**config.mk**
```make
export PLATFORM = sky130hd
export DESIGN_NAME = jse_div
export DESIGN_NICKNAME = d
export VERILOG_FILES = /design/src/rtl/jse_pkg.sv /design/src/rtl/jse_div.sv
export SDC_FILE = /design/constraint.sdc
export NUM_CORES = 1
export LEC_CHECK = 0
export BUFFER_PORTS_ARGS = -buffer_cell sky130_fd_sc_hd__buf_2
export CAP_MARGIN = 20
export CORE_ASPECT_RATIO = 2
export CORE_MARGIN = 3
export CORE_UTILIZATION = 46
export DETAILED_ROUTE_END_ITERATION = 8
export HOLD_SLACK_MARGIN = 0.05
export PLACE_DENSITY = 0.7
export SLEW_MARGIN = 20
export SYNTH_ARGS = -nofsm -noshare
export SYNTH_HDL_FRONTEND = slang
export SYNTH_SLANG_ARGS = --single-unit
```
**constraint.sdc**
```tcl
create_clock -name clk -period 10.3 [get_ports clk]
set_input_delay 1.03 -clock clk [delete_from_list [all_inputs] [get_ports clk]]
set_output_delay 1.03 -clock clk [all_outputs]
set_load 0.01 [all_outputs]
```
**src/rtl/jse_pkg.sv**
```systemverilog
// ----------------------------------------------------------------------------
// jse_pkg: shared types, constants and helpers of the Jaccard similarity engine
// Action codes, field widths, controller states, the result record and a
// 64-bit population count.
// ----------------------------------------------------------------------------
`default_nettype none

package jse_pkg;

  localparam int unsigned NUM_ITEMS_DEF = 256;
  localparam int unsigned NUM_SETS_DEF  = 1024;

  localparam int unsigned ACTION_W = 2;
  localparam int unsigned ITEM_W   = 8;
  localparam int unsigned SET_W    = 10;
  localparam int unsigned SIM_W    = 17;
  localparam int unsigned CNT_W    = 11;
  localparam int unsigned WORD_W   = 64;
  localparam int unsigned BIT_W    = $clog2(WORD_W);
  localparam int unsigned PCNT_W   = $clog2(WORD_W + 1);

  localparam int unsigned COUNT_MAX = 2047;

  localparam logic [ACTION_W-1:0] ACT_ADD    = 2'd0;
  localparam logic [ACTION_W-1:0] ACT_REMOVE = 2'd1;
  localparam logic [ACTION_W-1:0] ACT_QUERY  = 2'd2;

  typedef enum logic [3:0] {
    ST_CLEAR,
    ST_IDLE,
    ST_UPD,
    ST_QA,
    ST_QB,
    ST_QL,
    ST_QD,
    ST_QS,
    ST_DIV,
    ST_OUT
  } st_t;

  typedef struct packed {
    logic [SIM_W-1:0] similarity;
    logic [CNT_W-1:0] common_count;
    logic [CNT_W-1:0] union_count;
    logic             union_empty;
  } res_t;

  // Balanced adder tree: pairs, then wider partial sums, six levels deep.
  function automatic logic [PCNT_W-1:0] popcount64(input logic [WORD_W-1:0] w);
    logic [1:0] s2  [32];
    logic [2:0] s4  [16];
    logic [3:0] s8  [8];
    logic [4:0] s16 [4];
    logic [5:0] s32 [2];
    for (int i = 0; i < 32; i++) begin
      s2[i] = {1'b0, w[2*i]} + {1'b0, w[2*i+1]};
    end
    for (int i = 0; i < 16; i++) begin
      s4[i] = {1'b0, s2[2*i]} + {1'b0, s2[2*i+1]};
    end
    for (int i = 0; i < 8; i++) begin
      s8[i] = {1'b0, s4[2*i]} + {1'b0, s4[2*i+1]};
    end
    for (int i = 0; i < 4; i++) begin
      s16[i] = {1'b0, s8[2*i]} + {1'b0, s8[2*i+1]};
    end
    for (int i = 0; i < 2; i++) begin
      s32[i] = {1'b0, s16[2*i]} + {1'b0, s16[2*i+1]};
    end
    return {1'b0, s32[0]} + {1'b0, s32[1]};
  endfunction

endpackage

`default_nettype wire

```
**src/rtl/jse_div.sv**
```systemverilog
// ----------------------------------------------------------------------------
// jse_div: Q1.16 ratio divider
// Restoring division of (num << 16) by den, one quotient bit per cycle.
// Requires num <= den.
// ----------------------------------------------------------------------------
`default_nettype none

module jse_div #(
  parameter int unsigned CW = 11
) (
  input  wire logic                      clk,
  input  wire logic                      rst_n,
  input  wire logic                      start,
  input  wire logic [CW-1:0]             num,
  input  wire logic [CW-1:0]             den,
  output logic                           done,
  output logic      [jse_pkg::SIM_W-1:0] quot
);
  import jse_pkg::*;

  localparam int unsigned STEP_W = $clog2(SIM_W);
  localparam logic [STEP_W-1:0] LAST_STEP = STEP_W'(SIM_W - 1);

  logic              busy_r;
  logic              done_r;
  logic [STEP_W-1:0] step_r;
  logic [CW:0]       rem_r;
  logic [SIM_W-1:0]  quot_r;
  logic [CW:0]       trial;
  logic              ge;

  // First step weighs the integer bit, later steps shift in a zero.
  always_comb begin
    trial = (step_r == '0) ? rem_r : {rem_r[CW-1:0], 1'b0};
    ge    = (trial >= {1'b0, den});
  end

  always_ff @(posedge clk) begin
    if (!rst_n) begin
      busy_r <= 1'b0;
      done_r <= 1'b0;
      step_r <= '0;
    end else begin
      done_r <= 1'b0;
      if (start) begin
        busy_r <= 1'b1;
        step_r <= '0;
      end else if (busy_r) begin
        step_r <= step_r + 1'b1;
        if (step_r == LAST_STEP) begin
          busy_r <= 1'b0;
          done_r <= 1'b1;
        end
      end
    end
  end

  always_ff @(posedge clk) begin
    if (start) begin
      rem_r <= {1'b0, num};
    end else if (busy_r) begin
      rem_r  <= ge ? (trial - {1'b0, den}) : trial;
      quot_r <= {quot_r[SIM_W-2:0], ge};
    end
  end

  assign done = done_r;
  assign quot = quot_r;

endmodule

`default_nettype wire

```
Yosys cells after proc, flatten, opt, wreduce, memory -nomap -nowiden
Index checks and enable logic that the tools add are counted.
{"block": "totals", "register_bits": 36, "inputBits": 25, "output_inout_bits": 18, "word_cells": 26}
{"block": "op_classes", "n_addsub": 2, "n_lt_le_gt_ge": 1, "eq_ne": 1, "mux": 8, "bitwise_logic": 3, "n_reduce_logical": 5}
{"op": "$mux W12", "count": 2}
{"op": "$mux W11", "count": 2}
{"op": "$ge A12 B11 Y1", "count": 1}
{"op": "$sub A12 B11 Y12", "count": 1}
{"op": "$add A5 B1 Y5 const B", "count": 1}
{"op": "$eq A5 B5 Y1 const B", "count": 1}
{"op": "$logic_not A5 Y1", "count": 1}
{"op": "$mux W1", "count": 4}
{"op": "$not A1 Y1", "count": 3}
{"op": "$reduce_or A3 Y1", "count": 1}
{"op": "$reduce_and A2 Y1", "count": 1}
{"op": "$reduce_bool A2 Y1", "count": 1}
{"op": "$reduce_or A2 Y1", "count": 1}

Longest topological paths before layout
Gate-level depths: netlist of the first run.
{"block": "logic_depth", "depth_word": 6, "ltp_mapped": 15}

Worst setup path after synthesis of the first run
OpenSTA, ideal clock, no wires.
{"block": "synth_path", "path_kind": "register -> register", "from": "register step_r[0]", "to": "register rem_r[10] (data pin)", "arrival_ps": 3114, "required_time_ps": 10135, "path_slack_ps": 7021, "path_stages_with_launch": 13, "n_path_buf": 1, "cell_sequence": "dfxtp_1 > inv_1 > ha_1 > nor4b_4 > buf_2 > mux2_2 > ha_1 > a21o_1 > a221oi_4 > o21ai_2 > a31oi_1 > mux2_2 > o31ai_2"}
{"block": "synth_via", "elab_chain_len": 6}
{"item": "start, declared", "line": "jse_div.sv:26", "text": "logic [STEP_W-1:0] step_r;"}
{"item": "start signal, assigned", "line": "jse_div.sv:49", "text": "step_r <= step_r + 1'b1;"}
{"item": "$logic_not A5 Y1 *", "line": "jse_div.sv:34", "text": "trial = (step_r == '0) ? rem_r : {rem_r[CW-1:0], 1'b0};"}
{"item": "$mux W12 *", "line": "jse_div.sv:34"}
{"item": "$sub A12 B11 Y12 / $ge A12 B11 Y1 (equally long branches)", "line": "jse_div.sv:62, jse_div.sv:35"}
{"item": "$mux W12 *", "line": "jse_div.sv:62", "text": "rem_r <= ge ? (trial - {1'b0, den}) : trial;"}
{"item": "$mux W11 *", "line": "jse_div.sv:61", "text": "end else if (busy_r) begin"}
{"item": "$mux W11 *", "line": "jse_div.sv:59", "text": "if (start) begin"}
{"item": "end signal, assigned", "line": "jse_div.sv:60", "text": "rem_r <= {1'b0, num};"}
{"item": "end signal, assigned", "line": "jse_div.sv:62"}
{"item": "end, declared", "line": "jse_div.sv:27", "text": "logic [CW:0] rem_r;"}
Every way passes the cells marked *; elsewhere a longest branch is shown, timed or not. The select of a mux whose other input is x is not followed.
A chain may end at the register's enable or synchronous reset.

Final worst setup path of the first run
{"block": "layout_path", "from": "register step_r[0]", "to": "register rem_r[9] (data pin)"}
{"block": "layout_via", "elab_chain_len": 6}
{"item": "$logic_not A5 Y1", "line": "jse_div.sv:34"}
{"item": "$mux W12", "line": "jse_div.sv:34"}
{"item": "$ge A12 B11 Y1", "line": "jse_div.sv:35", "text": "ge = (trial >= {1'b0, den});"}
{"item": "via ge", "line": "jse_div.sv:30", "text": "logic ge;"}
{"item": "$mux W12", "line": "jse_div.sv:62"}
{"item": "$mux W11", "line": "jse_div.sv:61"}
{"item": "$mux W11", "line": "jse_div.sv:59"}
The timed path passes the listed nets, and every way through them passes these cells. The select of a mux whose other input is x is not followed.

==> results.json, run 1 <==
{
  "core_sq_mm": 0.004424,
  "crit_family": "compound AO/OA/AOI/OAI gates",
  "fin_crit_ns": 3.795,
  "die_w_microns": 54.21,
  "crit_arrival_ns": 3.81,
  "tritoncts": "yes",
  "synth_mux_area_share_pct": 11.70,
  "grt_pass1_vias": 1535,
  "yosysWarnings": 0,
  "cts_hold_buf": 0,
  "final_cell_mix": "buf_2, edfxtp_1, inv_1, nor2_1",
  "dpl.hpwl_microns": 3509,
  "max_freq_mhz": 263.5,
  "start_util_pct": 48.33,
  "use_met2_pct": 31.67,
  "finalClockSkew_ns": 0.005235,
  "std_cell_rows": 34,
  "placed_cells": 281,
  "worst-path-buf-inv": 2,
  "drt_wl_total_microns": 4266,
  "seq_area_frac_synth_pct": 46.81,
  "portBuffers": 42,
  "finalSetupTns_ns": 0,
  "final_nets": 273,
  "root_buffer": "clkbuf_8",
  "crit_chain": "inv_1 -> ha_1 -> nor4b_4 -> mux2_2 -> fa_1 -> a21o_1 -> a221oi_4 -> o21ai_2 -> a21oi_4 -> inv_2 -> mux2i_1 -> a21oi_1",
  "grt_pass1_wl_microns": 6775,
  "p_leak_nw": 1.104,
  "drive_above_1_share_pct": 30.64,
  "use_met3_pct": 2.628,
  "synth_enable_flop_cells": 28,
  "hold_viol": 0,
  "min_path_type": "reg2reg",
  "status": "finished clean",
  "synth.distinct_cells": 40,
  "async_flop_share_pct": 0,
  "syn_nets": 228,
  "path_class": "reg2reg",
  "synth-simple-area-share_pct": 12.40,
  "p_switching_w": 0.0001570,
  "p_clk_share_pct": 24.8,
  "finalSetupViolCount": 0,
  "syn_avg_cell_area_sq_um": 11.31,
  "finalCritPeriodShare_pct": 36.84,
  "cts.clk_slew.worst_paths_ns": 0.07,
  "yosysTopAreaCellShare_pct": 39.32,
  "synth_cells": 189,
  "peakVddDrop_mv": 0.1166,
  "clock_path_buffers": 2,
  "numCtsBuffers": 5,
  "synth-compound-area-share_pct": 12.05,
  "dr.pass1.iters": 4,
  "antennaDiodeCount": 0,
  "slowest_delay_ns": 0.65,
  "cts.htree.levels": 2,
  "vias": 1544,
  "rsz0062_at_grt": "false",
  "netSwitchingFraction_pct": 32.00,
  "dieArea_sq_mm": 0.005552,
  "startpoint_type": "flop",
  "hold_slack_ns": 0.4442,
  "cp_max_fo": 13,
  "power_density_mw_per_mm2": 195.2,
  "tightest_slew_ns": 0.9151,
  "post-cts-setup-buffers": 0,
  "final_common_cell": "buf_2",
  "ys_ff_latch": 36,
  "power.total_w": 0.0004907,
  "worst-endpoint-required_ns": 10.32,
  "internal-power_w": 0.0003337,
  "synth_top_family_by_area": "simple AND/OR/NAND/NOR gates",
  "gr-usage-all-layers_pct": 16.91,
  "pwr-share-comb_pct": 37.7,
  "worst_setup_path_end_kind": "flop",
  "ioPinCount": 43,
  "synth_largest_area_cell": "edfxtp_1",
  "slew_viol_final": 0,
  "seqPwrFrac_pct": 37.5,
  "dieHeight_microns": 102.4,
  "cts_resized": 0,
  "netlist_top_cells_area": "edfxtp_1, ha_1, dfxtp_1, mux2_2, mux2i_1",
  "grt_max_degree": 21,
  "dpl_cell_area_sq_mm": 0.002402,
  "grt_most_used_layer": "met2",
  "syn_area_sq_mm": 0.002138,
  "fin_cells": 289,
  "drv_cap": 0,
  "drc": 0,
  "place_congestion": 0.8476,
  "vias_per_cell": 5.343,
  "synth_fa_ha_area_share_pct": 8.543,
  "stdcell_area_sq_mm": 0.002514,
  "synth_ff_type": "edfxtp_1",
  "overflow": 0,
  "synthToLayoutAreaGrowth_pct": 17.55,
  "met1_usage_pct": 16.38,
  "antenna_left": 0,
  "slowest_stage": "nor4b_4",
  "synth_xor_area_share_pct": 4.915,
  "drt_iter0_drc": 13,
  "clock-sinks": 36,
  "maxSlewHeadroom_pct": 38.72,
  "avgRoutedWirePerCell_microns": 14.76,
  "clk_latency_ns": 0.29,
  "antenna_found_initial": 0,
  "fillers": 419
}
==> worst paths after layout <==
check	startpoint	end	slack, ns	cells past startpoint
worst min-delay path	quot[8]	quot[9]	0.44	0
worst max register to register	step_r[0]	rem_r[9]	6.51	12
worst min register to register	quot[8]	quot[9]	0.44	0
worst max-delay path	step_r[0]	rem_r[9]	6.51	12
==> cell families after synthesis <==
logic type,Yosys count
simple gates,49
flops,36
compound gates,35
mux,23
buf+inv,20
fa+ha+maj,14
xor+xnor,12
==> routing by layer <==
metal,part of all wire [%],up-vias
met5,0,-
met4,3.1,0
met3,3.2,10
met2,58,35
met1,36,723
li1,-,776
==> stage by stage <==
stage          util [%]  worst slack [ns]
6_report          56.82             6.505
2_1_floorplan         -             7.021
4_1_cts           56.82             6.485
5_1_grt           56.82             6.255
3_5_place_dp      54.30             6.501
3_3_place_gp      54.30             6.641
==> layout make-up <==
type	instances	area (sq um)	area share [%]
clock inverter	3	42.54	1.692
inverter	16	60.06	2.389
clock buffer	5	68.82	2.738
tap	54	67.56	2.688
sequential	36	1001	39.82
timing repair buffer	42	210.2	8.362
multi-input combinational	133	1064	42.31
==> cells in the mapped netlist (3+ instances only) <==
library cell / number
nand3_1: 3
xnor2_1: 6
nor2_1: 15
mux2i_1: 10
a21oi_1: 13
ha_1: 13
dfxtp_1: 8
clkbuf_1: 3
nand4_1: 3
mux2_2: 12
nand2_1: 13
a31oi_1: 3
nor2b_1: 3
edfxtp_1: 28
o31ai_1: 4
inv_1: 15
xor2_1: 6
a21o_1: 6
==> power groups by stage <==
| stage | logic (W) | registers (W) | clock network [W] |
|---|---|---|---|
| 4_1_cts | 0.000186 | 0.000184 | 0.000124 |
| 5_1_grt | 0.000206 | 0.000186 | 0.000131 |
| 2_1_floorplan | 0.000147 | 0.000185 | 0 |
| 6_report | 0.000185 | 0.000184 | 0.000122 |
| 3_5_place_dp | 0.000185 | 0.000188 | 0 |
| 3_3_place_gp | 0.000183 | 0.000187 | 0 |
==> flip-flops by register name (all words and copies together) (netlist names) <==
name / cells
quot: 17
busy_r: 1
step_r: 5
rem_r: 12
done: 1
==> worst register-to-register path, stage by stage (launching register included) <==
cell	delay, ns
dfxtp_1	0.35
inv_1	0.07
ha_1	0.16
nor4b_4	0.65
mux2_2	0.46
fa_1	0.43
a21o_1	0.23
a221oi_4	0.28
o21ai_2	0.15
a21oi_4	0.28
inv_2	0.17
mux2i_1	0.20
a21oi_1	0.09
(Power assumes the default switching activity.)
==> inputs of run 2 (changes only) <==
clock period = 3.97 ns   (was 10.3 ns; I/O delays follow)
==> results.json, run 2 (synthesis gave the netlist of run 1 again) <==
{
  "clock-sinks": 36,
  "cts.clk_slew.worst_paths_ns": 0.07,
  "finalSetupViolCount": 0,
  "final_core_util_pct": 58.06,
  "path_class": "reg2reg",
  "die_w_microns": 54.21,
  "holdCritStartpoint": "rst_n",
  "avgRoutedWirePerCell_microns": 13.85,
  "hold_slack_ns": 0.3593,
  "cts.htree.levels": 2,
  "finalCritPeriodShare_pct": 88.32,
  "tritoncts": "yes",
  "clock_path_buffers": 2,
  "finalSetupTns_ns": 0,
  "drt_iter0_drc": 21,
  "fillers": 420,
  "max_freq_mhz": 285.2,
  "core_sq_mm": 0.004424,
  "placed_cells": 282,
  "grt_pass1_vias": 1434,
  "place_congestion": 0.8403,
  "slew_viol_final": 0,
  "fin_crit_ns": 3.506,
  "final_cell_mix": "buf_2, edfxtp_1, inv_1, nor2_1",
  "grt_pass1_wl_microns": 6279,
  "post-cts-setup-buffers": 0,
  "drc": 0,
  "dieArea_sq_mm": 0.005552,
  "vias_per_cell": 5.334,
  "peakVddDrop_mv": 0.3937,
  "power_density_mw_per_mm2": 543.3,
  "stdcell_area_sq_mm": 0.002569,
  "maxSlewHeadroom_pct": 37.94,
  "overflow": 0,
  "worst-endpoint-required_ns": 3.98,
  "rr_worst_depth": 13,
  "rrSetupSlack_ns": 0.46,
  "drive_above_1_share_pct": 30.93,
  "min_path_type": "in2reg",
  "vias": 1547,
  "dr.pass1.iters": 4,
  "clk_latency_ns": 0.28,
  "root_buffer": "clkbuf_8",
  "cts_hold_buf": 0,
  "status": "finished clean",
  "largest_reg_flops": 17,
  "ioPinCount": 43,
  "final_common_cell": "buf_2",
  "cp_max_fo": 8,
  "synthToLayoutAreaGrowth_pct": 20.13,
  "startpoint_type": "flop",
  "grt_max_degree": 21,
  "drv_cap": 0,
  "antenna_found_initial": 0,
  "final_nets": 274,
  "worst_setup_path_end_kind": "flop",
  "hold_path_end": "done",
  "p_leak_nw": 1.132,
  "r2r_end": "rem_r[8]",
  "finalClockSkew_ns": 0.003938,
  "dpl_cell_area_sq_mm": 0.002410,
  "std_cell_rows": 34,
  "crit_arrival_ns": 3.52,
  "portBuffers": 42,
  "dpl.hpwl_microns": 3323,
  "hold_viol": 0,
  "dieHeight_microns": 102.4,
  "cts_resized": 0,
  "antennaDiodeCount": 0,
  "gr-usage-all-layers_pct": 15.50,
  "start_util_pct": 48.33,
  "antenna_left": 0,
  "r2r-start": "step_r[0]",
  "numCtsBuffers": 5,
  "drt_wl_total_microns": 4017,
  "rsz0062_at_grt": "false",
  "tightest_slew_ns": 0.9266,
  "fin_cells": 290,
  "worstHoldPathCells": 3
}
-- run 2: changes by cell type in the layout (fill, tap and decap cells not counted) --
| cell | change |
|---|---|
| bufinv_16 | +2 |
| buf_4 | +1 |
| clkinv_2 | -1 |
| clkinvlp_4 | -1 |
-- run 2: routing by layer --
layer | global-route usage (%) | up-vias | routed length [microns] | part of all wire, %
met1 | 15.95 | 726 | 1469 | 37
li1 | - | 779 | - | -
met4 | 7.102 | 0 | 62 | 1.5
met2 | 28.62 | 35 | 2347 | 58
met3 | 2.628 | 7 | 138 | 3.4
met5 | 0 | - | 0 | 0
-- run 2: power breakdown --
part / switching [W] / internal (W)
Combinational: 0.000254 / 0.000223
Clock: 0.000128 / 0.000314
Sequential: 0.0000194 / 0.000457
-- run 2: area by class of cell --
| cell class | count | area (sq um) | share of cell area [%] |
|---|---|---|---|
| tap | 54 | 67.56 | 2.630 |
| timing repair buffer | 43 | 217.7 | 8.475 |
| sequential | 36 | 1001 | 38.97 |
| inverter | 16 | 60.06 | 2.338 |
| clock inverter | 3 | 90.09 | 3.507 |
| clock buffer | 5 | 68.82 | 2.679 |
| multi-input combinational | 133 | 1064 | 41.40 |
-- run 2: worst max-delay path, stage by stage, from the launching register on --
cell	delay, ns
dfxtp_1	0.35
inv_1	0.07
ha_1	0.16
nor4b_4	0.39
buf_4	0.25
mux2_2	0.35
ha_1	0.36
and4_1	0.25
a31oi_1	0.19
nand3_1	0.14
a21oi_4	0.28
inv_2	0.17
mux2i_1	0.19
a21oi_1	0.09
-- run 2: worst max-delay path by stage --
| stage | cells after the start | start | to |
|---|---|---|---|
| finish | 13 | step_r[0] | rem_r[8] |
| global route | 13 | step_r[0] | rem_r[9] |
| CTS | 13 | step_r[0] | rem_r[8] |
| detailed placement | 13 | step_r[0] | rem_r[8] |
| global placement | 13 | step_r[0] | rem_r[9] |
| floorplan | 12 | step_r[0] | rem_r[10] |
-- run 2: per-stage QoR --
stage               setup slack, ns  power [W]
global placement             0.5032  0.0009618
finish                       0.4639   0.001396
global route                 0.1975   0.001469
floorplan                    0.6914  0.0008634
CTS                          0.4612   0.001405
detailed placement           0.4524  0.0009620
