$ cat src/rtl/jse_pkg.sv
// ----------------------------------------------------------------------------
// jse_pkg: shared types, constants and helpers of the Jaccard similarity engine
// Action codes, field widths, controller states, the result record and a
// 64-bit population count.
// ----------------------------------------------------------------------------
`default_nettype none

package jse_pkg;

  localparam int unsigned NUM_ITEMS_DEF = 256;
  localparam int unsigned NUM_SETS_DEF  = 1024;

  localparam int unsigned ACTION_W = 2;
  localparam int unsigned ITEM_W   = 8;
  localparam int unsigned SET_W    = 10;
  localparam int unsigned SIM_W    = 17;
  localparam int unsigned CNT_W    = 11;
  localparam int unsigned WORD_W   = 64;
  localparam int unsigned BIT_W    = $clog2(WORD_W);
  localparam int unsigned PCNT_W   = $clog2(WORD_W + 1);

  localparam int unsigned COUNT_MAX = 2047;

  localparam logic [ACTION_W-1:0] ACT_ADD    = 2'd0;
  localparam logic [ACTION_W-1:0] ACT_REMOVE = 2'd1;
  localparam logic [ACTION_W-1:0] ACT_QUERY  = 2'd2;

  typedef enum logic [3:0] {
    ST_CLEAR,
    ST_IDLE,
    ST_UPD,
    ST_QA,
    ST_QB,
    ST_QL,
    ST_QD,
    ST_QS,
    ST_DIV,
    ST_OUT
  } st_t;

  typedef struct packed {
    logic [SIM_W-1:0] similarity;
    logic [CNT_W-1:0] common_count;
    logic [CNT_W-1:0] union_count;
    logic             union_empty;
  } res_t;

  // Balanced adder tree: pairs, then wider partial sums, six levels deep.
  function automatic logic [PCNT_W-1:0] popcount64(input logic [WORD_W-1:0] w);
    logic [1:0] s2  [32];
    logic [2:0] s4  [16];
    logic [3:0] s8  [8];
    logic [4:0] s16 [4];
    logic [5:0] s32 [2];
    for (int i = 0; i < 32; i++) begin
      s2[i] = {1'b0, w[2*i]} + {1'b0, w[2*i+1]};
    end
    for (int i = 0; i < 16; i++) begin
      s4[i] = {1'b0, s2[2*i]} + {1'b0, s2[2*i+1]};
    end
    for (int i = 0; i < 8; i++) begin
      s8[i] = {1'b0, s4[2*i]} + {1'b0, s4[2*i+1]};
    end
    for (int i = 0; i < 4; i++) begin
      s16[i] = {1'b0, s8[2*i]} + {1'b0, s8[2*i+1]};
    end
    for (int i = 0; i < 2; i++) begin
      s32[i] = {1'b0, s16[2*i]} + {1'b0, s16[2*i+1]};
    end
    return {1'b0, s32[0]} + {1'b0, s32[1]};
  endfunction

endpackage

`default_nettype wire

$ cat src/rtl/jse_ctrl.sv
// ----------------------------------------------------------------------------
// jse_ctrl: request sequencer
// Clears the store after reset, does read-modify-write for add and remove,
// and walks both item rows word by word for a query, accumulating the
// intersection and union bit counts before handing them to the divider.
// ----------------------------------------------------------------------------
`default_nettype none

module jse_ctrl #(
  parameter int unsigned NUM_ITEMS = 256,
  parameter int unsigned NUM_SETS  = 1024,
  parameter int unsigned WPI       = (NUM_SETS + 63) / 64,
  parameter int unsigned DEPTH     = NUM_ITEMS * WPI,
  parameter int unsigned AW        = $clog2(DEPTH),
  parameter int unsigned CW        = $clog2(NUM_SETS + 1)
) (
  input  wire logic                         clk,
  input  wire logic                         rst_n,
  input  wire logic                         in_acc,
  output logic                              in_ready,
  input  wire logic [jse_pkg::ACTION_W-1:0] in_action,
  input  wire logic [jse_pkg::ITEM_W-1:0]   in_item,
  input  wire logic [jse_pkg::SET_W-1:0]    in_set,
  input  wire logic [jse_pkg::ITEM_W-1:0]   in_other,
  output logic                              mem_we,
  output logic      [AW-1:0]                mem_waddr,
  output logic      [jse_pkg::WORD_W-1:0]   mem_wdata,
  output logic      [AW-1:0]                mem_raddr,
  input  wire logic [jse_pkg::WORD_W-1:0]   mem_rdata,
  output logic                              div_start,
  output logic      [CW-1:0]                div_num,
  output logic      [CW-1:0]                div_den,
  input  wire logic                         div_done,
  input  wire logic [jse_pkg::SIM_W-1:0]    div_quot,
  output logic                              res_vld,
  input  wire logic                         res_take,
  output jse_pkg::res_t                     res
);
  import jse_pkg::*;

  localparam int unsigned KW = (WPI > 1) ? $clog2(WPI) : 1;
  localparam logic [KW-1:0] K_LAST   = KW'(WPI - 1);
  localparam logic [AW-1:0] CLR_LAST = AW'(DEPTH - 1);

  st_t               state_r, state_nxt;
  logic [AW-1:0]     clr_r;
  logic [KW-1:0]     k_r;
  logic [ITEM_W-1:0] item_a_r;
  logic [ITEM_W-1:0] item_b_r;
  logic              a_oor_r;
  logic              b_oor_r;
  logic [AW-1:0]     upd_addr_r;
  logic [BIT_W-1:0]  upd_bit_r;
  logic              upd_add_r;
  logic [WORD_W-1:0] a_word_r;
  logic              pc_vld_r;
  logic [WORD_W-1:0] and_r;
  logic [WORD_W-1:0] or_r;
  logic [CW-1:0]     common_r;
  logic [CW-1:0]     union_r;

  logic              upd_ok;
  logic              b_arrives;
  logic [WORD_W-1:0] a_word;
  logic [WORD_W-1:0] b_word;
  logic [WORD_W-1:0] bit_mask;
  logic              empty;

  function automatic logic [AW-1:0] row_addr(input logic [ITEM_W-1:0] item,
                                             input logic [31:0] word);
    logic [31:0] a;
    a = 32'(item) * 32'(WPI) + word;
    return a[AW-1:0];
  endfunction

  assign upd_ok    = (32'(in_item) < NUM_ITEMS) && (32'(in_set) < NUM_SETS);
  // The B word of the previous index is on the read data here.
  assign b_arrives = ((state_r == ST_QA) && (k_r != '0)) || (state_r == ST_QL);
  assign a_word    = a_oor_r ? '0 : mem_rdata;
  assign b_word    = b_oor_r ? '0 : mem_rdata;
  assign bit_mask  = WORD_W'(1) << upd_bit_r;
  assign empty     = (union_r == '0);

  // Next state
  always_comb begin
    state_nxt = state_r;
    case (state_r)
      ST_CLEAR: if (clr_r == CLR_LAST) state_nxt = ST_IDLE;
      ST_IDLE: begin
        if (in_acc) begin
          if ((in_action == ACT_ADD || in_action == ACT_REMOVE) && upd_ok) begin
            state_nxt = ST_UPD;
          end else if (in_action == ACT_QUERY) begin
            state_nxt = ST_QA;
          end
        end
      end
      ST_UPD:  state_nxt = ST_IDLE;
      ST_QA:   state_nxt = ST_QB;
      ST_QB:   state_nxt = (k_r == K_LAST) ? ST_QL : ST_QA;
      ST_QL:   state_nxt = ST_QD;
      ST_QD:   state_nxt = ST_QS;
      ST_QS:   state_nxt = ST_DIV;
      ST_DIV:  if (div_done) state_nxt = ST_OUT;
      ST_OUT:  if (res_take) state_nxt = ST_IDLE;
      default: state_nxt = ST_IDLE;
    endcase
  end

  // Outputs
  always_comb begin
    in_ready  = 1'b0;
    mem_we    = 1'b0;
    mem_waddr = upd_addr_r;
    mem_wdata = '0;
    mem_raddr = row_addr(in_item, 32'(in_set[SET_W-1:BIT_W]));
    div_start = 1'b0;
    res_vld   = 1'b0;
    case (state_r)
      ST_CLEAR: begin
        mem_we    = 1'b1;
        mem_waddr = clr_r;
      end
      ST_IDLE: in_ready = 1'b1;
      ST_UPD: begin
        mem_we    = 1'b1;
        mem_wdata = upd_add_r ? (mem_rdata | bit_mask) : (mem_rdata & ~bit_mask);
      end
      ST_QA:   mem_raddr = row_addr(item_a_r, 32'(k_r));
      ST_QB:   mem_raddr = row_addr(item_b_r, 32'(k_r));
      ST_QS:   div_start = 1'b1;
      ST_OUT:  res_vld   = 1'b1;
      default: ;
    endcase
  end

  always_ff @(posedge clk) begin
    if (!rst_n) begin
      state_r  <= ST_CLEAR;
      clr_r    <= '0;
      pc_vld_r <= 1'b0;
    end else begin
      state_r  <= state_nxt;
      pc_vld_r <= b_arrives;
      if (state_r == ST_CLEAR) begin
        clr_r <= clr_r + 1'b1;
      end
    end
  end

  always_ff @(posedge clk) begin
    if (state_r == ST_IDLE && in_acc) begin
      upd_addr_r <= mem_raddr;
      upd_bit_r  <= in_set[BIT_W-1:0];
      upd_add_r  <= (in_action == ACT_ADD);
      item_a_r   <= in_item;
      item_b_r   <= in_other;
      a_oor_r    <= !(32'(in_item) < NUM_ITEMS);
      b_oor_r    <= !(32'(in_other) < NUM_ITEMS);
      k_r        <= '0;
      common_r   <= '0;
      union_r    <= '0;
    end else begin
      if (state_r == ST_QB) begin
        a_word_r <= a_word;
        k_r      <= k_r + 1'b1;
      end
      if (pc_vld_r) begin
        common_r <= common_r + CW'(popcount64(and_r));
        union_r  <= union_r + CW'(popcount64(or_r));
      end
    end
    if (b_arrives) begin
      and_r <= a_word_r & b_word;
      or_r  <= a_word_r | b_word;
    end
  end

  assign div_num = common_r;
  assign div_den = union_r;

  always_comb begin
    res.similarity   = empty ? '0 : div_quot;
    res.common_count = (32'(common_r) > COUNT_MAX) ? CNT_W'(COUNT_MAX) : CNT_W'(common_r);
    res.union_count  = (32'(union_r) > COUNT_MAX) ? CNT_W'(COUNT_MAX) : CNT_W'(union_r);
    res.union_empty  = empty;
  end

endmodule

`default_nettype wire

$ cat config.mk
export PLATFORM = sky130hd
export DESIGN_NAME = jse_ctrl
export DESIGN_NICKNAME = d
export VERILOG_FILES = /design/src/rtl/jse_pkg.sv /design/src/rtl/jse_ctrl.sv
export SDC_FILE = /design/constraint.sdc
export NUM_CORES = 1
export LEC_CHECK = 0
export ABC_AREA = 1
export BUFFER_PORTS_ARGS = -buffer_cell sky130_fd_sc_hd__buf_2
export CAP_MARGIN = 25
export CORE_MARGIN = 2
export CORE_UTILIZATION = 52
export CTS_CLUSTER_DIAMETER = 50
export CTS_CLUSTER_SIZE = 28
export DETAILED_ROUTE_END_ITERATION = 10
export PLACE_DENSITY = 0.79
export SETUP_SLACK_MARGIN = 0.2
export SLEW_MARGIN = 25
export SYNTH_ARGS = -nofsm -noshare
export SYNTH_HDL_FRONTEND = slang
export SYNTH_SLANG_ARGS = --single-unit
$ cat constraint.sdc
create_clock -name clk -period 5.5 [get_ports clk]
set_input_delay 1.1 -clock clk [delete_from_list [all_inputs] [get_ports clk]]
set_output_delay 1.1 -clock clk [all_outputs]
set_load 0.01 [all_outputs]
Word-level counts from Yosys, hierarchy flattened
Cells that the tools add are included.
{"block": "totals", "reg_bits": 270, "latch_bits": 0, "mem_bits_rw": 0, "rom_bits": 0, "in_bits": 114, "mem_count": 0}
{"block": "op_classes", "addsub": 133, "multipliers": 0, "div_mod_pow": 0, "magnitude_cmp": 0, "n_eq_ne": 18, "shift": 1, "muxes": 17, "bitwise_logic": 6, "reduce_logical": 11}
{"op": "1-bit by 1-bit adder with 2-bit output", "count": 64}
{"op": "64-bit bitwise AND", "count": 2}
{"op": "64-bit 2-to-1 mux", "count": 2}
{"op": "64-bit bitwise OR", "count": 2}
{"op": "2-bit by 2-bit adder with 3-bit output", "count": 32}
{"op": "3-bit by 3-bit adder with 4-bit output", "count": 16}
{"op": "64-bit inverter", "count": 1}
{"op": "1-bit by 6-bit left shift with 64-bit output, first input constant", "count": 1}
{"op": "4-bit by 4-bit adder with 5-bit output", "count": 8}
{"op": "12-bit by 4-bit adder with 12-bit output", "count": 3}
{"op": "4-bit case mux with 9 select lines", "count": 1}
{"op": "5-bit by 5-bit adder with 6-bit output", "count": 4}
{"op": "4-bit 2-to-1 mux", "count": 6}
{"op": "12-bit case mux with 2 select lines", "count": 1}
{"op": "11-bit by 7-bit adder with 11-bit output", "count": 2}
{"op": "17-bit 2-to-1 mux", "count": 1}
{"op": "4-bit by 3-bit == test with 1-bit output, second input constant", "count": 4}
{"op": "6-bit by 6-bit adder with 7-bit output", "count": 2}
{"op": "12-bit by 1-bit adder with 12-bit output, second input constant", "count": 1}
{"op": "12-bit == test, second input constant", "count": 1}
{"op": "4-bit == test, second input constant", "count": 3}
{"op": "12-bit 2-to-1 mux", "count": 1}
{"op": "11-bit zero test", "count": 1}
{"op": "4-bit by 2-bit == test with 1-bit output, second input constant", "count": 2}
{"op": "other kinds (17)", "count": 25}

Logic depth before layout (Yosys ltp)
Gate-level depths: netlist (run 1).
{"block": "logic_depth", "depth_word": 7, "mapped_depth": 26}

Worst setup path before layout (run 1)
Ideal clock, no wire load.
{"block": "synth_path", "path_kind": "register -> register", "from": "register and_r[16]", "to": "register common_r[4], in the netlist div_num[4]", "setup_ns": 0.114, "arrival_time_ns": 5.679, "required_time_ns": 5.386, "setup_slack_ns": -0.293, "path_stages_with_launch": 21, "n_path_buf": 0, "cell_sequence": "edfxtp_1 fa_1 inv_1 fa_1 inv_1 fa_1 inv_1 fa_1 fa_1 fa_1 fa_1 fa_1 fa_1 fa_1 inv_1 nand2_1 nand3_1 nand2_1 xnor2_1 o21bai_1 inv_1"}
{"block": "synth_between", "elab_chain_cells": 7}
{"item": "from (decl)", "line_no": "jse_ctrl.sv:57", "rtl": "logic [WORD_W-1:0] and_r;"}
{"item": "from (signal assigned)", "line_no": "jse_ctrl.sv:174", "rtl": "and_r <= a_word_r & b_word;"}
{"item": "1-bit by 1-bit adder with 2-bit output", "line_no": "jse_pkg.sv:56", "rtl": "s2[i] = {1'b0, w[2*i]} + {1'b0, w[2*i+1]};"}
{"item": "2-bit by 2-bit adder with 3-bit output", "line_no": "jse_pkg.sv:59", "rtl": "s4[i] = {1'b0, s2[2*i]} + {1'b0, s2[2*i+1]};"}
{"item": "3-bit by 3-bit adder with 4-bit output", "line_no": "jse_pkg.sv:62", "rtl": "s8[i] = {1'b0, s4[2*i]} + {1'b0, s4[2*i+1]};"}
{"item": "4-bit by 4-bit adder with 5-bit output", "line_no": "jse_pkg.sv:65", "rtl": "s16[i] = {1'b0, s8[2*i]} + {1'b0, s8[2*i+1]};"}
{"item": "5-bit by 5-bit adder with 6-bit output", "line_no": "jse_pkg.sv:68", "rtl": "s32[i] = {1'b0, s16[2*i]} + {1'b0, s16[2*i+1]};"}
{"item": "6-bit by 6-bit adder with 7-bit output", "line_no": "jse_pkg.sv:70", "rtl": "return {1'b0, s32[0]} + {1'b0, s32[1]};"}
{"item": "11-bit by 7-bit adder with 11-bit output", "line_no": "jse_ctrl.sv:169", "rtl": "common_r <= common_r + CW'(popcount64(and_r));"}
{"item": "to (signal assigned)", "line_no": "jse_ctrl.sv:169"}
{"item": "to (decl)", "line_no": "jse_ctrl.sv:59", "rtl": "logic [CW-1:0] common_r;"}
No other way between the ends.
A chain may end at the register's enable or synchronous reset.

Worst setup path after layout (run 1)
{"block": "layout_path", "from": "register or_r[16]", "to": "register union_r[6], in the netlist div_den[6]"}
{"block": "layout_between", "elab_chain_cells": 7}
{"item": "from (decl)", "line_no": "jse_ctrl.sv:58", "rtl": "logic [WORD_W-1:0] or_r;"}
{"item": "from (signal assigned)", "line_no": "jse_ctrl.sv:175", "rtl": "or_r <= a_word_r | b_word;"}
{"item": "1-bit by 1-bit adder with 2-bit output", "line_no": "jse_pkg.sv:56"}
{"item": "2-bit by 2-bit adder with 3-bit output", "line_no": "jse_pkg.sv:59"}
{"item": "3-bit by 3-bit adder with 4-bit output", "line_no": "jse_pkg.sv:62"}
{"item": "4-bit by 4-bit adder with 5-bit output", "line_no": "jse_pkg.sv:65"}
{"item": "5-bit by 5-bit adder with 6-bit output", "line_no": "jse_pkg.sv:68"}
{"item": "6-bit by 6-bit adder with 7-bit output", "line_no": "jse_pkg.sv:70"}
{"item": "11-bit by 7-bit adder with 11-bit output", "line_no": "jse_ctrl.sv:170", "rtl": "union_r <= union_r + CW'(popcount64(or_r));"}
{"item": "to (signal assigned)", "line_no": "jse_ctrl.sv:170"}
{"item": "to (decl)", "line_no": "jse_ctrl.sv:60", "rtl": "logic [CW-1:0] union_r;"}
No other way between the ends.

==> results.md, run 1 <==
- Status: finished with violations
- Failing checks: negative setup slack
- Violation count after the first detailed-route iteration: 1150
- CTS clk-pin slew, worst paths: 80 ps
- Fill count: between 2000 and 2500
- Worst Setup EP: div_den[6]$_SDFFE_PP0P_
- Die ar.: approximately 33000 sq um
- P&R area growth vs syn: 17.6%
- FF+latch count, synth: 270
- Largest stage delay, worst path: ~580 ps
- Post-DR wirelength/cell: around 17 microns
- Nets: roughly 2200
- Post-DP HPWL: approximately 30 mm
- Layout cells sized above 1: 23.7%
- Fmax: roughly 0.17 GHz
- Switching Fraction: about two fifths
- Hold Crit Depth: 2
- Routability cong.: between 0.8 and 0.9
- First-pass GRT wire length: 62.3 mm
- Rel. slew slack: a little under two fifths
- CTS root buffer: clkbuf_16
- CP Launch Type: flip-flop
- Power Density: 417 nW/um^2
- Latest clock arrival within the worst-skew pair: approximately 570 ps
- Core Area: about 31000 sq um
- Vias per cell: roughly 5.2
- Post-route DRC: 0
- Internal reg-to-reg setup slack: -450 ps
- Met1 global-route usage: between 30% and 40%
- Critical R2R Launch: or_r[16]$_DFFE_PP_
- Longest Clk Path Bufs: 3
- Largest net degree at the start of global routing: between 60 and 70
- Clk network pwr share: a little over a quarter
- Most Used Layer, Global Route: met2
- H-tree depth: 1
- Clock sink count: 270
- Mapped Cells: 1700
- CP max FO: 3
- HP Class: flip-flop to flip-flop
- Via count: roughly 12000
- Die Width: ~180 microns
- TritonCTS clock tree: built
- Critical Path Start: or_r[16]$_DFFE_PP_
- Final setup TNS: -6910 ps
- Mapped Avg Cell Area: a little under 10 sq um
- Vias in the first global route: between 10000 and 15000
- Unrepaired setup endpoints after global routing: yes
- Routing usage on met2: between 40% and 50%
- Logic gate share of total power: 43.3%
- Total GRT Usage: about a quarter
- Final min period: about 5900 ps
- Synth cell types: 36
- Slew Limit Fails: 0
- Critical Path AT: around 6400 ps
- Critical Path, Cell by Cell: fa_1 > inv_2 > fa_2 > inv_2 > fa_1 > inv_2 > fa_1 > fa_1 > fa_1 > fa_1 > fa_1 > fa_2 > inv_2 > fa_2 > nand3_2 > nand3_4 > nand2_2 > nand2_1 > nand2_1 > nand3_1 > nand3_1 > inv_1
- Final worst setup slack: -449 ps
- M3 GR Usage: under 10%
- Yosys warns: 0
- Fin Hold WS: about 500 ps
- Leakage: roughly 9.4 nW
- Buf/Inv on CP: 5
- Crit-path leading delay family: adder cells
- Worst R2R End: div_den[6]$_SDFFE_PP0P_
- Switch Pwr: a little over 3 mW
- I/O Buffers: about 270
- Most Frequent Cell on Critical Path: fa_1
- Placed instance count: 2310
- FF-to-FF path depth: 22
- Final setup vio count: 20
- Final Non-Filler Cells: approximately 2400
- Slew of the pin with the lowest slew margin: around 950 ps
- CTS Buf Count: 30
- CP Depth: 22
- Int Power: around 4.9 mW
- Worst EP required: about 6000 ps
- Crit end category: flip-flop
- Post-Route WL: around 40 mm
- # rows: 64
- CP Class: flip-flop to flip-flop
- Die Span Y: ~180 microns
- Initial antenna violation count: 3
- Clock Skew: ~29 ps
- Hold path start: a_word_r[21]$_DFFE_PP_
- DRT Pass-1 Iters: 6
- Seq pwr share: roughly 30%
- Mapped cell area: about 16000 sq um
- Syn nets: between 1500 and 2000
- Post-route clock period utilization: 108%
- Post-synthesis sequential area ratio: 47.0%
- Final hold vios: 0
- Starting Density: 53.1%
- Max-cap violations: 0
- Grt ovf: 0
- Post-route antenna net violation count: 0
- I/O pin cnt: between 200 and 300
- Crit path max-delay cell type: fa_1
- VDD IR max: ~0.33 mV
- Final Power: between 8 and 9 mW
==> layer usage <==
| metal | up-vias | wire length [microns] |
|---|---|---|
| met2 | 614 | 19400 |
| met3 | 86 | 3310 |
| li1 | 5878 | - |
| met5 | - | 13 |
| met4 | 2 | 1240 |
| met1 | 5830 | 16000 |
==> cell type report <==
| type | count | area, sq um | area share (%) |
|---|---|---|---|
| Inverter | 391 | 1470 | 7.64 |
| Sequential cell | 270 | 7680 | 40.0 |
| Clock buffer | 32 | 801 | 4.17 |
| Clock inverter | 24 | 295 | 1.54 |
| Antenna cell | 2 | 5.00 | 0.0261 |
| Multi-Input combinational cell | 967 | 6930 | 36.1 |
| Timing Repair Buffer | 291 | 1530 | 7.97 |
| Tap cell | 396 | 495 | 2.58 |
==> power by group through the flow <==
stage / clock network, mW / registers [mW] / logic [mW]
2_1_floorplan: 0 / 2.43 / 2.26
3_3_place_gp: 0 / 2.44 / 3.09
3_5_place_dp: 0 / 2.44 / 3.18
4_1_cts: 2.17 / 2.40 / 3.32
5_1_grt: 2.26 / 2.41 / 3.84
6_report: 2.14 / 2.40 / 3.47
==> layout by cell type, fill, tap and decap left out, types with 7 or more instances in the layout <==
| cell type | Yosys | final |
|---|---|---|
| inv_1 | 386 | 376 |
| buf_4 | 24 | 20 |
| fa_2 | 0 | 8 |
| or2_2 | 66 | 66 |
| dfxtp_1 | 43 | 43 |
| fa_1 | 112 | 104 |
| nand3_2 | 0 | 12 |
| edfxtp_1 | 227 | 227 |
| buf_2 | 11 | 267 |
| inv_2 | 3 | 13 |
| inv_6 | 0 | 8 |
| nand3_1 | 109 | 94 |
| nand2b_1 | 8 | 8 |
| o21ai_0 | 73 | 70 |
| nand2_1 | 288 | 283 |
| clkbuf_16 | 0 | 32 |
| nor2_1 | 84 | 84 |
| a21oi_1 | 89 | 89 |
| clkinv_8 | 0 | 7 |
| nand4_1 | 44 | 44 |
| ha_1 | 57 | 55 |
==> tightest hold or removal path: cells and delay by family, from the launching register on <==
family	cells	cell delay (ps)
flops	1	340
simple gates	1	50
buf+inv	1	40
==> repair_timing <==
action | CTS | global route
pin swaps | 7 | 16
setup buffers | 2 | 3
hold buffers | 0 | 0
resized for setup | 19 | 16
endpoints found under the setup margin | 22 | 22
==> Yosys cell counts (all sizes together) <==
| cell type | count | area, sq um |
|---|---|---|
| nand3 | 109 | 546 |
| nand2 | 291 | 1100 |
| nor4 | 3 | 18.8 |
| nand3b | 2 | 15.0 |
| inv | 389 | 1460 |
| clkinv | 2 | 7.51 |
| dfxtp | 43 | 861 |
| or2 | 66 | 413 |
| nor3 | 5 | 36.3 |
| fa | 112 | 2240 |
| a21oi | 89 | 445 |
| xor2 | 5 | 43.8 |
| buf | 47 | 340 |
| a21boi | 2 | 15.0 |
| nand4 | 44 | 275 |
| nor2 | 90 | 378 |
| o21ai | 74 | 370 |
| and3 | 1 | 6.26 |
| edfxtp | 227 | 6820 |
| ha | 57 | 713 |
| o21bai | 4 | 30.0 |
| xnor2 | 3 | 26.3 |
| clkbuf | 25 | 95.1 |
| a211oi | 2 | 15.0 |
| nand2b | 8 | 50.1 |
==> logic make-up (layout without fill, tap and decap cells) <==
kind of cell / count (synthesis) / after routing / synth area share, %
compound gates: 171 / 171 / 5.37
fa+ha+maj: 169 / 169 / 18.1
simple gates: 619 / 619 / 17.4
xor+xnor: 8 / 8 / 0.429
flops: 270 / 270 / 47.0
other cells: 0 / 2 / 0
buf+inv: 463 / 738 / 11.7
==> through the flow <==
stage | utilization [%] | worst slack (ps) | cell area, sq um
finish | 62.5 | -449 | 19200
global route | 62.4 | -653 | 19200
CTS | 62.2 | -419 | 19100
detailed placement | 58.4 | -428 | 17900
global placement | 58.3 | -286 | 17900
floorplan | - | -130 | 16400
==> worst min path at each step <==
stage	end	slack (ps)
final	and_r[21]$_DFFE_PP_	500
after global routing	clr_r[5]$_SDFFE_PN0P_	530
after CTS	k_r[0]$_SDFFE_PP0P_	520
after detailed placement	clr_r[0]$_SDFFE_PN0P_	500
after global placement	clr_r[11]$_SDFFE_PN0P_	480
after floorplan	clr_r[3]$_SDFFE_PN0P_	470
==> flip-flops by register name (all words and copies together) (netlist names), 11 cells and up <==
register and count:
a_word_r 64, and_r 64, or_r 64, clr_r 12, upd_addr_r 12, div_den 11, div_num 11
Power figures use the tool's default switching activity.
==> inputs of run 2 (changes only) <==
--- a/config.mk
+++ b/config.mk
@@ -13,7 +13,7 @@
 export CTS_CLUSTER_DIAMETER = 50
 export CTS_CLUSTER_SIZE = 28
 export DETAILED_ROUTE_END_ITERATION = 10
-export PLACE_DENSITY = 0.79
+export PLACE_DENSITY_LB_ADDON = 0.1
 export SETUP_SLACK_MARGIN = 0.2
 export SLEW_MARGIN = 25
 export SYNTH_ARGS = -nofsm -noshare
==> run 2 against run 1 <==
The flow still finishes with violations (negative setup slack). Clock power is 2% lower. Register-to-register slack better by 40 ps. Final area is 0.24% higher. Sequential share of layout area down 0.096 points. Non-clock buffer count rose by 1. Critical path depth fell by 2. Hold slack barely moved. Sequential cell count did not move. Final cell count about the same. Die area is the same. Clock-buffer cell count grew 1.
==> results.md, run 2 (synthesis gave the netlist of run 1 again) <==
- Vias in the first global route: 11600 (was 12200)
- First-pass GRT wire length: 62.1 mm (was 62.3 mm)
- HP Class: flip-flop to flip-flop (unchanged)
- Post-route clock period utilization: 107% (was 108%)
- CTS root buffer: clkbuf_16 (unchanged)
- CP max FO: 3 (unchanged)
- TritonCTS clock tree: built (unchanged)
- Latest clock arrival within the worst-skew pair: 560 ps (was 570 ps)
- Final Non-Filler Cells: 2374 (was 2373)
- Die ar.: 32800 sq um (unchanged)
- I/O Buffers: 267 (unchanged)
- Max-cap violations: 0 (unchanged)
- Longest Clk Path Bufs: 3 (unchanged)
- P&R area growth vs syn: 17.9% (was 17.6%)
- Post-DP Area: 18000 sq um (was 17900 sq um)
- Initial antenna violation count: 2 (was 3)
- CP Launch Type: flip-flop (unchanged)
- Status: finished with violations (unchanged)
- Final instance area: 19300 sq um (was 19200 sq um)
- Slew Limit Fails: 0 (unchanged)
- CTS Buf Count: 30 (unchanged)
- Most frequent cells in the layout: 376 x inv_1, 280 x nand2_1, 267 x buf_2, 227 x edfxtp_1, 100 x fa_1 (was 376 x inv_1, 283 x nand2_1, 267 x buf_2, 227 x edfxtp_1, 104 x fa_1)
- Worst EP required: 5950 ps (was 5960 ps)
- Placed instance count: 2313 (was 2310)
- Violation count after the first detailed-route iteration: 989 (was 1150)
- Final min period: 5900 ps (was 5950 ps)
- Clock sink count: 270 (unchanged)
- Post-DR wirelength/cell: 16.8 microns (about the same)
- Die Width: 181 microns (unchanged)
- CTS clk-pin slew, worst paths: 70 ps (was 80 ps)
- Clock Skew: 15.3 ps (was 29.3 ps)
- Core Area: 30700 sq um (unchanged)
- Final Power: 8.08 mW (was 8.00 mW)
- Routability cong.: 0.866 (was 0.878)
- Die Span Y: 181 microns (unchanged)
- Register area: 7680 sq um (unchanged)
- Largest net degree at the start of global routing: 70 (was 69)
- Post-route DRC: 0 (unchanged)
- # rows: 64 (unchanged)
- Final worst setup slack: -404 ps (was -449 ps)
- Fin Hold WS: 504 ps (about the same)
- DRT Pass-1 Iters: 6 (unchanged)
- Post-route antenna net violation count: 0 (unchanged)
- Crit end category: flip-flop (unchanged)
- Multi-input gate area: 7000 sq um (was 6930 sq um)
- Vias per cell: 5.13 (was 5.23)
- Fill count: 2615 (was 2439)
- CP Class: flip-flop to flip-flop (unchanged)
- Final hold vios: 0 (unchanged)
- Post-DP HPWL: 30.5 mm (was 30.2 mm)
- Slew of the pin with the lowest slew margin: 1110 ps (was 947 ps)
- Post-Route WL: 39.9 mm (was 40.0 mm)
- Nets: 2235 (was 2234)
- Failing checks: negative setup slack (unchanged)
- Final setup TNS: -5630 ps (was -6910 ps)
- H-tree depth: 1 (unchanged)
- Fmax: 0.169 GHz (was 0.168 GHz)
- Dpl ws: -406 ps (was -428 ps)
- Critical Path AT: 6360 ps (was 6410 ps)
- Grt ovf: 0 (unchanged)
- Rel. slew slack: 26.1% (was 36.8%)
- Total GRT Usage: 24.3% (was 24.0%)
- Via count: 12200 (was 12400)
- Post-cts hold buffer count: 0 (unchanged)
- Core Util, Final: 62.6% (was 62.5%)
- Layout cells sized above 1: 24.3% (was 23.7%)
- Leakage: 9.38 nW (was 9.39 nW)
- Final setup vio count: 20 (unchanged)
- Commonest non-fill, non-tap cell in the layout: inv_1 (unchanged)
- Largest regs: a_word_r (64), and_r (64), or_r (64) (unchanged)
- Power Density: 420 nW/um^2 (was 417 nW/um^2)
- I/O pin cnt: 268 (unchanged)
- VDD IR max: 0.333 mV (was 0.327 mV)
- Unrepaired setup endpoints after global routing: yes (unchanged)
- Starting Density: 53.1% (unchanged)
==> run 2: cell count changes in the layout (fill, tap and decap cells not counted), sizes merged <==
cell,delta
inv,-4
clkinvlp,+2
buf,+1
bufinv,+1
clkbuf,+1
==> run 2: what timing repair did <==
item / 4_1_cts / 5_1_grt
pin swaps: 8 / 18
resized for setup: 24 / 28
endpoints found under the hold margin: 0 / 0
setup buffers: 2 / 1
setup endpoints to repair: 22 / 22
==> run 2: final timing paths <==
| check | start | endpoint | slack (ps) | depth (start not counted) |
|---|---|---|---|---|
| setup / recovery | and_r[16]$_DFFE_PP_ | div_num[4]$_SDFFE_PP0P_ | -400 | 20 |
| hold / removal | clr_r[0]$_SDFFE_PN0P_ | clr_r[0]$_SDFFE_PN0P_ | 500 | 2 |
| setup reg to reg | and_r[16]$_DFFE_PP_ | div_num[4]$_SDFFE_PP0P_ | -400 | 20 |
| hold reg to reg | clr_r[0]$_SDFFE_PN0P_ | clr_r[0]$_SDFFE_PN0P_ | 500 | 2 |
==> run 2: power breakdown <==
part	internal, mW	switching, mW
logic	1.48	2.11
clock network	1.17	0.921
registers	2.31	0.0841
total	4.96	3.12
==> run 2: worst max-delay path, cell delays in order (launching register included) <==
cell and delay (ps):
edfxtp_1 400, fa_1 570, inv_2 40, fa_2 550, inv_2 40, fa_1 470
inv_1 50, fa_1 500, fa_1 450, fa_1 500, fa_1 510, fa_1 430
fa_2 370, fa_2 360, inv_2 70, nand2_2 60, nand3_4 80, nand2_4 60
xnor2_2 120, o21bai_1 120, inv_1 50
==> run 2: area by class of cell <==
cell class	count	area share (%)
Multi-Input combinational cell	967	36.3
Inverter	391	7.62
Clock buffer	33	4.07
Antenna cell	2	0.0260
Clock inverter	23	1.43
Tap cell	396	2.57
Timing Repair Buffer	292	8.06
Sequential cell	270	39.9
==> run 2: routing by layer <==
metal  track usage (%)  wire, microns  vias up
li1                  -              -     5876
met1              34.1          17400     5780
met2              39.5          18600      445
met3              3.95           2660       66
met4              6.76           1150        0
met5                 0              0        -
